[src/design/tks_pkg.sv]
// ----------------------------------------------------------------------------
// tks_pkg
// Shared types and constants of the streaming top-K selection block.
// ----------------------------------------------------------------------------
package tks_pkg;

    localparam int DEFAULT_TOP_K        = 5;
    localparam int DEFAULT_MAX_ELEMENTS = 4096;

    localparam int SCORE_W = 8;
    localparam int INDEX_W = 12;
    localparam int RANK_W  = 3;

    // One held entry of the top list.
    typedef struct packed {
        logic                      valid;
        logic [INDEX_W-1:0]        index;
        logic signed [SCORE_W-1:0] score;
    } slot_t;

    // Control from the input register to the slot list.
    typedef struct packed {
        logic take;
        logic last;
    } tks_ctrl_t;

endpackage

[src/design/streaming_top_k_select_core.sv]
// ----------------------------------------------------------------------------
// streaming_top_k_select_core
// Streaming stable top-K selection over signed 8-bit scores, one list of
// TOP_K ranked results per sample.
// ----------------------------------------------------------------------------
//  Channel | Direction | Contents
//  s_      | in        | tdata[7:0] score, tlast last element of the sample
//  m_      | out       | tdata rank/class_index/top_score, tuser filled/overflow,
//          |           | tlast final rank of the sample
//
// One score is taken per cycle; insertion into the sorted slot list is done
// in parallel from the input register into the slot registers. A last element
// copies the list into an output shift register, which then gives TOP_K items,
// one per cycle while m_tready is high. Scores of the next sample keep flowing
// meanwhile; only its last element waits until the previous list is out.
// Reset (aresetn low, synchronous) empties the list and the output.
// ----------------------------------------------------------------------------
module streaming_top_k_select_core
    import tks_pkg::*;
#(
    parameter int TOP_K        = DEFAULT_TOP_K,
    parameter int MAX_ELEMENTS = DEFAULT_MAX_ELEMENTS
) (
    input  logic        aclk,
    input  logic        aresetn,
    input  logic        s_tvalid,
    output logic        s_tready,
    input  logic [7:0]  s_tdata,   // [7:0] score
    input  logic        s_tlast,
    output logic        m_tvalid,
    input  logic        m_tready,
    output logic [23:0] m_tdata,   // [2:0] rank, [14:3] class_index, [22:15] top_score
    output logic [1:0]  m_tuser,   // [0] filled, [1] index_overflow
    output logic        m_tlast
);

    localparam int CNT_W = $clog2(TOP_K + 1);

    // Input register.
    logic                      in_valid_reg;
    logic signed [SCORE_W-1:0] in_score_reg;
    logic                      in_last_reg;

    logic      advance;
    logic      can_load;
    tks_ctrl_t ctrl;
    slot_t     list [TOP_K];
    logic      overflow;

    // Output shift register.
    slot_t            snap_reg [TOP_K];
    logic             snap_ovf_reg;
    logic [CNT_W-1:0] remain_reg;
    logic [CNT_W-1:0] rank_reg;
    logic [31:0]      rank_ext;
    logic             m_take;

    assign m_take   = m_tvalid && m_tready;
    assign can_load = (remain_reg == '0) || ((remain_reg == CNT_W'(1)) && m_tready);
    assign advance  = in_valid_reg && (!in_last_reg || can_load);
    assign s_tready = !in_valid_reg || advance;

    always_ff @(posedge aclk) begin
        if (!aresetn) begin
            in_valid_reg <= 1'b0;
        end else if (s_tready) begin
            in_valid_reg <= s_tvalid;
        end
    end

    always_ff @(posedge aclk) begin
        if (s_tready && s_tvalid) begin
            in_score_reg <= s_tdata;
            in_last_reg  <= s_tlast;
        end
    end

    assign ctrl.take = advance;
    assign ctrl.last = in_last_reg;

    tks_slots #(
        .TOP_K        (TOP_K),
        .MAX_ELEMENTS (MAX_ELEMENTS)
    ) u_slots (
        .aclk     (aclk),
        .aresetn  (aresetn),
        .ctrl     (ctrl),
        .score    (in_score_reg),
        .list_out (list),
        .overflow (overflow)
    );

    always_ff @(posedge aclk) begin
        if (!aresetn) begin
            remain_reg <= '0;
            rank_reg   <= '0;
        end else if (advance && in_last_reg) begin
            remain_reg <= CNT_W'(TOP_K);
            rank_reg   <= '0;
        end else if (m_take) begin
            remain_reg <= remain_reg - 1'b1;
            rank_reg   <= rank_reg + 1'b1;
        end
    end

    always_ff @(posedge aclk) begin
        if (advance && in_last_reg) begin
            snap_ovf_reg <= overflow;
            for (int i = 0; i < TOP_K; i++) begin
                snap_reg[i] <= list[i];
            end
        end else if (m_take) begin
            for (int i = 0; i < TOP_K - 1; i++) begin
                snap_reg[i] <= snap_reg[i+1];
            end
        end
    end

    assign rank_ext = 32'(rank_reg);
    assign m_tvalid = remain_reg != '0;
    assign m_tlast  = remain_reg == CNT_W'(1);

    // An empty slot reads as zero in its class_index and top_score fields.
    always_comb begin
        m_tdata = '0;
        m_tdata[RANK_W-1:0] = rank_ext[RANK_W-1:0];
        if (snap_reg[0].valid) begin
            m_tdata[RANK_W +: INDEX_W]           = snap_reg[0].index;
            m_tdata[RANK_W + INDEX_W +: SCORE_W] = snap_reg[0].score;
        end
        m_tuser = {snap_ovf_reg, snap_reg[0].valid};
    end

endmodule

[src/design/tks_slots.sv]
// ----------------------------------------------------------------------------
// tks_slots
// Sorted list of the highest scores of the current sample, with the element
// counter and overflow flag. Inserts one score per cycle while ctrl.take is high.
// ----------------------------------------------------------------------------
module tks_slots
    import tks_pkg::*;
#(
    parameter int TOP_K        = DEFAULT_TOP_K,
    parameter int MAX_ELEMENTS = DEFAULT_MAX_ELEMENTS
) (
    input  logic                      aclk,
    input  logic                      aresetn,
    input  tks_ctrl_t                 ctrl,
    input  logic signed [SCORE_W-1:0] score,
    output slot_t                     list_out [TOP_K],
    output logic                      overflow
);

    localparam int CNT_W = $clog2(MAX_ELEMENTS + 1);

    slot_t            slot_reg  [TOP_K];
    slot_t            slot_next [TOP_K];
    slot_t            ins_list  [TOP_K];
    logic [TOP_K-1:0] gt;
    logic [CNT_W-1:0] cnt_reg, cnt_next;
    logic             ovf_reg, ovf_next;
    logic             room;
    logic [31:0]      cnt_ext;
    logic [INDEX_W-1:0] new_index;

    assign room      = cnt_reg < CNT_W'(MAX_ELEMENTS);
    assign cnt_ext   = 32'(cnt_reg);
    assign new_index = cnt_ext[INDEX_W-1:0];

    // The list is sorted with valid entries first, so gt is a thermometer
    // code: the first set bit is the insertion point.
    always_comb begin
        for (int i = 0; i < TOP_K; i++) begin
            gt[i] = !slot_reg[i].valid || (score > slot_reg[i].score);
        end
    end

    genvar g;
    generate
        for (g = 0; g < TOP_K; g++) begin : g_ins
            if (g == 0) begin : g_head
                always_comb begin
                    if (ctrl.take && room && gt[0]) begin
                        ins_list[0] = '{valid: 1'b1, index: new_index, score: score};
                    end else begin
                        ins_list[0] = slot_reg[0];
                    end
                end
            end else begin : g_body
                always_comb begin
                    if (ctrl.take && room && gt[g]) begin
                        if (gt[g-1]) begin
                            ins_list[g] = slot_reg[g-1];
                        end else begin
                            ins_list[g] = '{valid: 1'b1, index: new_index, score: score};
                        end
                    end else begin
                        ins_list[g] = slot_reg[g];
                    end
                end
            end
        end
    endgenerate

    always_comb begin
        cnt_next = cnt_reg;
        ovf_next = ovf_reg;
        for (int i = 0; i < TOP_K; i++) begin
            slot_next[i] = ins_list[i];
        end
        if (ctrl.take) begin
            if (ctrl.last) begin
                // The sample ends here: the list is handed out and cleared.
                cnt_next = '0;
                ovf_next = 1'b0;
                for (int i = 0; i < TOP_K; i++) begin
                    slot_next[i] = '0;
                end
            end else if (room) begin
                cnt_next = cnt_reg + 1'b1;
            end else begin
                ovf_next = 1'b1;
            end
        end
    end

    always_ff @(posedge aclk) begin
        if (!aresetn) begin
            cnt_reg <= '0;
            ovf_reg <= 1'b0;
            for (int i = 0; i < TOP_K; i++) begin
                slot_reg[i] <= '0;
            end
        end else begin
            cnt_reg <= cnt_next;
            ovf_reg <= ovf_next;
            for (int i = 0; i < TOP_K; i++) begin
                slot_reg[i] <= slot_next[i];
            end
        end
    end

    always_comb begin
        for (int i = 0; i < TOP_K; i++) begin
            list_out[i] = ins_list[i];
        end
    end

    assign overflow = ovf_reg || !room;

endmodule

[config.mk]
export PLATFORM = sky130hd
export DESIGN_NAME = streaming_top_k_select_core
export DESIGN_NICKNAME = d
export VERILOG_FILES = /design/src/design/tks_pkg.sv /design/src/design/streaming_top_k_select_core.sv /design/src/design/tks_slots.sv
export SDC_FILE = /design/constraint.sdc
export NUM_CORES = 1
export LEC_CHECK = 0
export BUFFER_PORTS_ARGS = -buffer_cell sky130_fd_sc_hd__buf_2
export CORE_MARGIN = 3
export CORE_UTILIZATION = 56
export DETAILED_ROUTE_END_ITERATION = 8
export GPL_TIMING_DRIVEN = 0
export PLACE_DENSITY_LB_ADDON = 0.3
export SLEW_MARGIN = 10
export SYNTH_ARGS = -nofsm -noshare
export SYNTH_HDL_FRONTEND = slang
export SYNTH_SLANG_ARGS = --single-unit
[constraint.sdc]
create_clock -name aclk -period 3.37 [get_ports aclk]
set_clock_uncertainty 0.05 [all_clocks]
set_input_delay 0.5055 -clock aclk [delete_from_list [all_inputs] [get_ports aclk]]
set_output_delay 0.5055 -clock aclk [all_outputs]
set_load 0.1 [all_outputs]
==> results of run 1 <==
cell type report:
class | instances | share of cell area
Sequential cell | 241 | 0.459
Multi-Input combinational cell | 769 | 0.378
Clock buffer | 37 | 0.0636
Buffer | 87 | 0.0280
Tap cell | 265 | 0.0255
Timing Repair Buffer | 41 | 0.0175
Clock inverter | 11 | 0.0144
Inverter | 49 | 0.0141
worst min-delay path by stage:
| stage | to | slack, ps | startpoint |
|---|---|---|---|
| 2_1_floorplan | u_slots.ovf_reg | 380 | u_slots.ovf_reg |
| 3_3_place_gp | u_slots.ovf_reg | 390 | u_slots.ovf_reg |
| 3_5_place_dp | u_slots.ovf_reg | 400 | u_slots.ovf_reg |
| 4_1_cts | in_score_reg[6] | 90 | s_tdata[6] |
| 5_1_grt | in_score_reg[1] | 90 | s_tdata[1] |
| 6_report | in_last_reg | 110 | s_tlast |
cells by family after synthesis:
logic type      Yosys count
compound gates          310
simple gates            301
flops                   241
buf+inv                 136
mux                     100
fa+ha+maj                45
xor+xnor                 12
other cells               1
cell usage in the layout (no fill, tap or decap), drive strengths merged, types with 2 or more instances in the layout:
cell,instances
a221o,2
o22ai,2
and4,2
dfxtp,126
bufinv,5
a21o,2
a211oi,25
a31oi,2
o221ai,61
nand2,143
o21a,5
mux2i,100
or3,6
nand3,8
o31ai,2
ha,45
edfxtp,115
o211ai,2
o21ai,74
xnor2,9
a21boi,2
clkbuf,99
nand2b,4
nor2b,9
xor2,3
buf,66
nor2,91
and2,25
clkinv,4
inv,50
nor3,2
a22o,2
a21oi,119
nand4,8
o311a,2
routing by layer:
metal  track usage  vias up
met1         0.315     4003
li1              -     4275
met4        0.0572        0
met5             0        -
met2         0.390      319
met3        0.0365       45
report_power, final:
group	switching [W]	total (W)	internal, W	leakage (nW)
clock network	0.00117	0.00327	0.00210	0.498
registers	0.000362	0.00445	0.00409	2.14
logic	0.00274	0.00375	0.00101	2.33
total	0.00428	0.0115	0.00719	4.97
what timing repair did:
item | CTS | global route
resized for setup | 0 | 1
setup endpoints to repair | 0 | 1
hold buffers | 0 | 0
worst max-delay path: cells and delay by family (launching register included):
| family | cells | cell delay, ps |
|---|---|---|
| AOI/OAI and AO/OA | 3 | 950 |
| DFF | 1 | 550 |
| adders and majority gates | 1 | 370 |
| and+or+nand+nor | 1 | 160 |
| buffers and inverters | 2 | 690 |
through the flow:
step | setup WS (ps) | total power (W) | instances | hold slack [ps]
6_report | 308 | 0.0115 | 1500 | 106
3_5_place_dp | 346 | 0.00822 | 1452 | 403
5_1_grt | 8.18 | 0.0121 | 1500 | 94.7
2_1_floorplan | 278 | 0.00736 | 1146 | 379
4_1_cts | 356 | 0.0115 | 1500 | 90.6
3_3_place_gp | 256 | 0.00811 | 1451 | 392
==> flow_metrics.py, run 1 <==
metrics = {
    "worst_setup_path": {
        "crit_path_max_fanout": 10,
        "r2r-end": "snap_reg[0][51]",
        "crit_path_end": "snap_reg[0][51]",
        "reg2reg_slack_ps": 310,
        "critPathKind": "reg2reg",
        "slowest_stage": "edfxtp_1",
        "startpoint": "in_score_reg[0]",
        "rr_worst_depth": 7,
        "cpPeakStageDelay_ps": 550,
        "r2r-start": "in_score_reg[0]",
        "crit_arrival_ps": 3260,
        "cp-end-kind": "flop",
        "start_kind": "flop",
        "cp_data_required_time_ps": 3560,
        "path_cells": "inv_1 > ha_1 > and2_1 > a221o_1 > a31oi_2 > clkbuf_1 > o221ai_1",
    },
    "route": {
        "drt-initial-drc-count": 610,
        "wl_per_cell_um": 17.2,
        "routed_wl_um": 25800,
        "met3RoutedLength_um": 1770,
        "top_layer": "met4",
        "avgViaCountPerCell": 5.76,
        "met2_length_um": 12200,
        "dr.pass1.iters": 5,
        "wl_met1_um": 11300,
        "drc": 0,
        "vias": 8642,
        "antenna_left": 0,
    },
    "timing": {
        "fin_crit_sh": 0.909,
        "tightest_slew_ps": 874,
        "setup_viol": 0,
        "rsz0062_at_grt": "no",
        "slew_viol_final": 0,
        "slew_headroom": 0.416,
        "hold_viol": 0,
        "fmax_mhz": 327,
        "min_period_ps": 3060,
        "tns_ps": 0,
    },
    "floorplanning": {
        "die_x_um": 149,
        "start_util": 0.578,
        "dieArea_um2": 22200,
        "io-pin-count": 42,
        "die_h_um": 149,
        "core_um2": 19800,
        "num_rows": 51,
    },
    "outcome": {
        "status": "finished, final reports clean",
    },
    "layout": {
        "multi_input_area_um2": 4920,
        "fillers": 1559,
        "diodes": 0,
        "postLayoutCoreUtil": 0.658,
        "seq_area_um2": 5980,
        "syn_to_final_growth_pct": 13.9,
        "nNetsFinal": 1273,
        "design_area_um2": 13000,
        "drive_above_1_share": 0.0899,
    },
    "power_and_ir_drop": {
        "p_leak_nw": 4.97,
        "ir_drop_mv": 0.647,
        "p_per_area_nw_per_um2": 881,
    },
    "synthesis": {
        "yosys.area_share.simple": 0.113,
        "synth_compound_area_frac": 0.170,
        "synth_top_cell_by_area": "edfxtp_1",
        "syn_avg_cell_area_um2": 9.98,
        "synth_common_cells": "143 x nand2_1, 126 x dfxtp_1, 118 x a21oi_1",
        "ys_ff_latch": 241,
        "synth_edf_count": 115,
        "syn-num-nets": 1204,
        "async_flop_share": 0,
        "synth_ff_type": "dfxtp_1",
        "synthXorXnorAreaFrac": 0.00919,
        "synth_top_family_by_area": "compound AO/OA/AOI/OAI gates",
        "synth-adder-area-share": 0.0492,
        "syn_area_um2": 11400,
        "yosysWarnings": 0,
        "synth.mux.area_fraction": 0.0875,
        "ys_types": 50,
        "synthCells": 1146,
        "synth_area_leaders": "edfxtp_1 30%, dfxtp_1 22%, mux2i_1 8.8%",
        "seq_area_frac_synth": 0.522,
        "synth_top_area_frac": 0.302,
        "synth.most_common_cell": "nand2_1",
    },
    "clock_network": {
        "cts_buffers": 26,
        "post_cts_buffers": 0,
        "clock_path_buffers": 3,
        "clkSinkCount": 241,
        "cts_tree": "done",
        "clk_pin_slew_ps": 60,
        "root_buffer": "clkbuf_16",
        "h-tree-depth": 1,
        "insertion_delay_ps": 530,
    },
    "run": {
        "maxCapViolations": 0,
    },
    "placement": {
        "place_area_um2": 12000,
        "dpl.hpwl_um": 19000,
        "gp_congestion": 0.834,
        "portBuffers": 40,
    },
    "hold_path": {
        "hold_depth": 1,
        "hp-class": "in2reg",
    },
    "global_routing": {
        "grt_first_pass_wirelength_um": 42300,
        "antenna_found_initial": 0,
        "grt_usage": 0.231,
        "grt_max_degree": 56,
        "grt_pass1_vias": 8426,
        "grt_remaining_overflow": 0,
    },
}
(Power assumes the default switching activity.)
==> run 2: changes to the inputs <==
- CORE_MARGIN: 3 -> 2
- SYNTH_HIERARCHICAL: default -> 1
==> run 2 against run 1 <==
  * Flip-flop and latch count is the same
  * Power shrank 14%
  * Critical path depth grew 2
  * Critical path type unchanged
  * Largest power group unchanged
==> flow_metrics.py, run 2 <==
metrics = {
    "outcome": {
        "status": "finished, final reports clean",
    },
    "timing": {
        "slew_viol_final": 0,
        "slew_headroom": 0.425,
        "tightest_slew_ps": 862,
        "min_period_ps": 3210,
        "fin_crit_sh": 0.953,
        "worst_slack_ps": 157,
        "hold_viol": 0,
        "setup_viol": 0,
        "fmax_mhz": 311,
    },
    "clock_network": {
        "h-tree-depth": 1,
        "clock_path_buffers": 3,
        "root_buffer": "clkbuf_16",
        "cts_hold_buf": 0,
        "cts_buffers": 25,
        "clkSinkCount": 241,
        "insertion_delay_ps": 530,
        "clk_pin_slew_ps": 60,
        "cts_tree": "done",
    },
    "worst_setup_path": {
        "cp-end-kind": "flop",
        "r2r-end": "snap_reg[0][64]",
        "reg2reg_slack_ps": 160,
        "crit_path_max_fanout": 10,
        "rr_worst_depth": 9,
        "cp_data_required_time_ps": 3580,
        "start_kind": "flop",
        "r2r-start": "in_score_reg[3]",
        "crit_arrival_ps": 3430,
        "critPathKind": "reg2reg",
    },
    "synthesis": {
        "syn-num-nets": 1124,
        "ys_ff_latch": 241,
        "synthCells": 1066,
        "ys_types": 54,
        "synth.most_common_cell": "dfxtp_1",
        "yosysWarnings": 6,
        "synth_top_area_frac": 0.292,
        "async_flop_share": 0,
        "seq_area_frac_synth": 0.505,
        "synth_top_cell_by_area": "edfxtp_1",
        "synth_ff_type": "dfxtp_1",
        "synth_common_cells": "126 x dfxtp_1, 115 x edfxtp_1, 111 x a21oi_1",
        "synth_edf_count": 115,
        "synth_area_leaders": "edfxtp_1 29%, dfxtp_1 21%, mux2_1 6.6%",
        "syn_area_um2": 11800,
        "syn_avg_cell_area_um2": 11.1,
    },
    "placement": {
        "dpl.hpwl_um": 18400,
        "portBuffers": 39,
        "placedCellCount": 1383,
        "post-place-ws_ps": -325,
        "gp_congestion": 0.872,
    },
    "hold_path": {
        "hp-class": "in2reg",
        "hold_depth": 1,
        "hold_start": "s_tdata[3]",
        "whs_endpoint": "in_score_reg[3]",
    },
    "layout": {
        "final_common_cell": "dfxtp_1",
        "nNetsFinal": 1200,
        "diodes": 0,
        "syn_to_final_growth_pct": 13.1,
        "instances_no_fill": 1435,
        "final_cell_mix": "126 x dfxtp_1, 115 x edfxtp_1, 111 x a21oi_1, 77 x nor2_1, 70 x a211oi_1",
        "drive_above_1_share": 0.160,
    },
    "power_and_ir_drop": {
        "p_leak_nw": 5.07,
        "pwr-share-seq": 0.409,
        "pwr-share-comb": 0.322,
        "p_per_area_nw_per_um2": 740,
        "power.switching_w": 0.00344,
        "clock_power_share": 0.268,
        "ir_drop_mv": 0.628,
        "swShare": 0.348,
        "power.internal_w": 0.00647,
    },
    "global_routing": {
        "antenna_found_initial": 0,
        "grt_remaining_overflow": 0,
        "grt_usage": 0.232,
        "grt_first_pass_wirelength_um": 41800,
        "grt_pass1_vias": 8304,
        "grt_max_degree": 27,
    },
    "floorplanning": {
        "die_x_um": 149,
        "io-pin-count": 42,
        "num_rows": 53,
        "dieArea_um2": 22300,
        "core_um2": 20900,
        "start_util": 0.567,
        "die_h_um": 149,
    },
    "route": {
        "vias": 8337,
        "avgViaCountPerCell": 5.81,
        "wl_per_cell_um": 17.8,
        "drt-initial-drc-count": 564,
        "antenna_left": 0,
        "dr.pass1.iters": 5,
        "drc": 0,
        "routed_wl_um": 25500,
    },
    "run": {
        "maxCapViolations": 0,
    },
}
run 2: cell types whose count changed after synthesis, moves of 16 or more:
| cell | change |
|---|---|
| a211oi_1 | +47 |
| mux2_1 | +69 |
| mux2_2 | +35 |
| o21ai_0 | -60 |
| o221ai_1 | -60 |
| and2_1 | +22 |
| clkbuf_1 | -19 |
| mux2i_1 | -32 |
| a31oi_1 | +16 |
| nand2_1 | -103 |
run 2: worst max path at each step:
stage | startpoint | to | slack (ps) | cells past startpoint
after floorplan | remain_reg[0] | snap_reg[0][23] | -50 | 13
after global placement | m_tready | snap_reg[0][3] | -260 | 3
after detailed placement | remain_reg[0] | snap_reg[0][32] | -330 | 13
after CTS | in_score_reg[5] | snap_reg[0][24] | 10 | 10
after global routing | in_score_reg[5] | snap_reg[0][32] | -10 | 11
final | in_score_reg[3] | snap_reg[0][64] | 160 | 9
run 2: power groups by stage:
stage	Sequential (W)	Combinational [W]	Clock, W
floorplan	0.00408	0.00245	0
global placement	0.00413	0.00297	0
detailed placement	0.00412	0.00311	0
CTS	0.00407	0.00315	0.00270
global route	0.00411	0.00346	0.00282
finish	0.00406	0.00319	0.00266
run 2: area by class of cell:
cell class,instances,area (um2)
buffer,73,423
clock buffer,39,728
clock inverter,6,60.1
fill,1599,7490
inverter,56,214
multi-input combinational,695,5320
sequential,241,5980
tap,275,344
timing repair buffer,50,334
run 2: per-stage QoR:
step / power [W] / hold slack (ps) / setup TNS [ps] / area [um2] / utilization
2_1_floorplan: 0.00652 / 379 / -1030 / 11900 / -
3_3_place_gp: 0.00711 / 398 / -27400 / 12400 / 0.595
3_5_place_dp: 0.00724 / 414 / -9190 / 12500 / 0.598
4_1_cts: 0.00992 / 93.3 / 0 / 13300 / 0.637
5_1_grt: 0.0104 / 94.8 / -21.0 / 13400 / 0.641
6_report: 0.00991 / 110 / 0 / 13400 / 0.641
run 2: worst max-delay path, stage by stage (launching register included):
cell and delay (ps):
edfxtp_1 600, ha_1 440, o211ai_1 110, o21a_1 180
o221ai_1 380, o211ai_4 230, clkbuf_1 320, nand2_1 210
a31oi_1 100, mux2_1 330
run 2: cells by family after synthesis:
logic type,share of synthesized area
adder cells (fa/ha/maj),0.0475
buffers and inverters,0.0523
AO/OA/AOI/OAI,0.145
flip-flops,0.505
other,0.000317
XOR/XNOR,0.00592
AND/OR/NAND/NOR,0.0875
multiplexers,0.156
run 2: what timing repair did:
action	4_1_cts	5_1_grt
setup buffers	0	7
cloned	0	1
setup endpoints to repair	100	91
resized for setup	6	22
pin swaps	0	1
hold endpoints to repair	0	0
run 2: layer usage:
metal / global-route usage / share of wire
met2: 0.383 / 0.46
met3: 0.0308 / 0.055
met1: 0.325 / 0.47
met4: 0.0600 / 0.015
met5: 0 / 0
==> run 3: changes to the inputs <==
--- a/config.mk
+++ b/config.mk
@@ -9,3 +9,3 @@
 export CORE_MARGIN = 2
-export CORE_UTILIZATION = 56
+export CORE_UTILIZATION = 62
 export DETAILED_ROUTE_END_ITERATION = 8
==> constraint.sdc (replaced) <==
create_clock -name aclk -period 3.5 [get_ports aclk]
set_clock_uncertainty 0.05 [all_clocks]
set_input_delay 0.525 -clock aclk [delete_from_list [all_inputs] [get_ports aclk]]
set_output_delay 0.525 -clock aclk [all_outputs]
set_load 0.05 [all_outputs]
==> run 3 against run 2 <==
  * First-iteration DRC count decreased by 6.0%
  * Non-clock buffer count decreased by 6
  * Die area decreased by 9.4%
==> flow_metrics.py, run 3 (same netlist as run 2, synthesis figures left out) <==
metrics = {
    "global_routing": {
        "grt_first_pass_wirelength_um": 42400,
        "antenna_found_initial": 1,
        "grt_usage": 0.258,
        "grt_remaining_overflow": 0,
        "grt_max_degree": 24,
        "grt_pass1_vias": 8368,
    },
    "timing": {
        "setup_viol": 0,
        "hold_viol": 0,
        "fmax_mhz": 305,
        "tns_ps": 0,
        "fin_crit_sh": 0.937,
        "tightest_slew_ps": 890,
        "slew_viol_final": 0,
        "slew_headroom": 0.406,
        "min_period_ps": 3280,
        "rsz0062_at_grt": "no",
    },
    "hold_path": {
        "hold_depth": 1,
        "hp-class": "in2reg",
        "hold_start": "s_tdata[2]",
        "whs_endpoint": "in_score_reg[2]",
    },
    "clock_network": {
        "clkSinkCount": 241,
        "cts_buffers": 25,
        "clock_path_buffers": 3,
        "clk_pin_slew_ps": 60,
        "cts_tree": "done",
        "root_buffer": "clkbuf_16",
        "insertion_delay_ps": 510,
        "h-tree-depth": 1,
        "cts_hold_buf": 0,
    },
    "layout": {
        "final_common_cell": "dfxtp_1",
        "final_cell_mix": "126 x dfxtp_1, 115 x edfxtp_1, 111 x a21oi_1, 77 x nor2_1, 71 x a211oi_1",
        "postLayoutCoreUtil": 0.708,
        "design_area_um2": 13200,
        "instances_no_fill": 1388,
        "drive_above_1_share": 0.146,
        "syn_to_final_growth_pct": 11.8,
        "diodes": 0,
        "fillers": 1343,
        "nNetsFinal": 1194,
    },
    "route": {
        "vias": 8372,
        "routed_wl_um": 25800,
        "dr.pass1.iters": 5,
        "wl_per_cell_um": 18.6,
        "antenna_left": 0,
        "drc": 0,
        "drt-initial-drc-count": 530,
        "avgViaCountPerCell": 6.03,
    },
    "floorplanning": {
        "die_x_um": 142,
        "num_rows": 50,
        "dieArea_um2": 20200,
        "start_util": 0.633,
        "io-pin-count": 42,
        "core_um2": 18700,
        "die_h_um": 142,
    },
    "worst_setup_path": {
        "slowest_stage": "edfxtp_1",
        "crit_arrival_ps": 3490,
        "start_kind": "flop",
        "crit_path_max_fanout": 10,
        "rr_worst_depth": 9,
        "reg2reg_slack_ps": 220,
        "path_common_cell": "nor3_1",
        "critPathKind": "reg2reg",
        "r2r-start": "in_score_reg[7]",
        "startpoint": "in_score_reg[7]",
        "cp_data_required_time_ps": 3710,
        "cp-end-kind": "flop",
        "cpPeakStageDelay_ps": 580,
        "path_delay_family": "multiplexers",
        "path_cells": "ha_1 > nand4_1 > a211oi_1 > nor3_1 > nor3_1 > buf_4 > mux2i_1 > a21oi_1 > mux2_1",
        "path_buf_inv": 1,
        "r2r-end": "snap_reg[0][26]",
    },
    "placement": {
        "portBuffers": 39,
        "dpl.hpwl_um": 18400,
        "place_area_um2": 12400,
        "gp_congestion": 0.842,
        "placedCellCount": 1342,
    },
    "run": {
        "maxCapViolations": 0,
    },
    "outcome": {
        "status": "finished, final reports clean",
    },
    "power_and_ir_drop": {
        "p_leak_nw": 5.02,
        "ir_drop_mv": 0.451,
        "p_per_area_nw_per_um2": 693,
    },
}
## run 3: how the worst max path moves through the flow
stage,endpoint,slack (ps),cells after the start
floorplan,snap_reg[0][23],70,12
global placement,snap_reg[0][36],-460,13
detailed placement,snap_reg[0][24],-490,13
CTS,snap_reg[0][56],40,12
global route,snap_reg[0][26],1,9
finish,snap_reg[0][26],220,9
## run 3: power breakdown
part	internal (W)	total (W)	switching [W]	leakage, nW
Clock	0.00147	0.00254	0.00107	0.378
Combinational	0.00102	0.00271	0.00169	2.51
Sequential	0.00369	0.00392	0.000228	2.13
Total	0.00618	0.00917	0.00299	5.02
## run 3: what timing repair did
action | CTS | global route
gates resized for setup | 7 | 5
endpoints found under the setup margin | 120 | 129
cloned | 0 | 0
buffers inserted | 0 | 1
## run 3: layout make-up
type | count | area [um2] | area share
Clock buffer | 36 | 707 | 0.0534
Buffer | 74 | 414 | 0.0313
Tap cell | 234 | 293 | 0.0221
Sequential cell | 241 | 5980 | 0.451
Timing Repair Buffer | 43 | 278 | 0.0210
Clock inverter | 9 | 72.6 | 0.00548
Inverter | 56 | 210 | 0.0159
Multi-Input combinational cell | 695 | 5290 | 0.399
## run 3: routing by layer
layer,global-route usage,share of wire,up-vias
met5,0,0,-
met4,0.0679,0.015,0
met3,0.0313,0.053,40
met2,0.436,0.47,274
met1,0.355,0.46,3999
li1,-,-,4059
## run 3: worst reg2reg max path, cell delays in order (launching register included)
cell	delay, ps
edfxtp_1	580
ha_1	430
nand4_1	190
a211oi_1	310
nor3_1	150
nor3_1	270
buf_4	280
mux2i_1	330
a21oi_1	120
mux2_1	300
## run 3: metrics by stage
| stage | power (W) | worst slack, ps | hold WS [ps] |
|---|---|---|---|
| after floorplan | 0.00593 | 65.1 | 379 |
| after global placement | 0.00647 | -460 | 395 |
| after detailed placement | 0.00661 | -494 | 414 |
| after CTS | 0.00918 | 38.0 | 121 |
| after global routing | 0.00961 | 0.975 | 125 |
| final | 0.00917 | 221 | 134 |
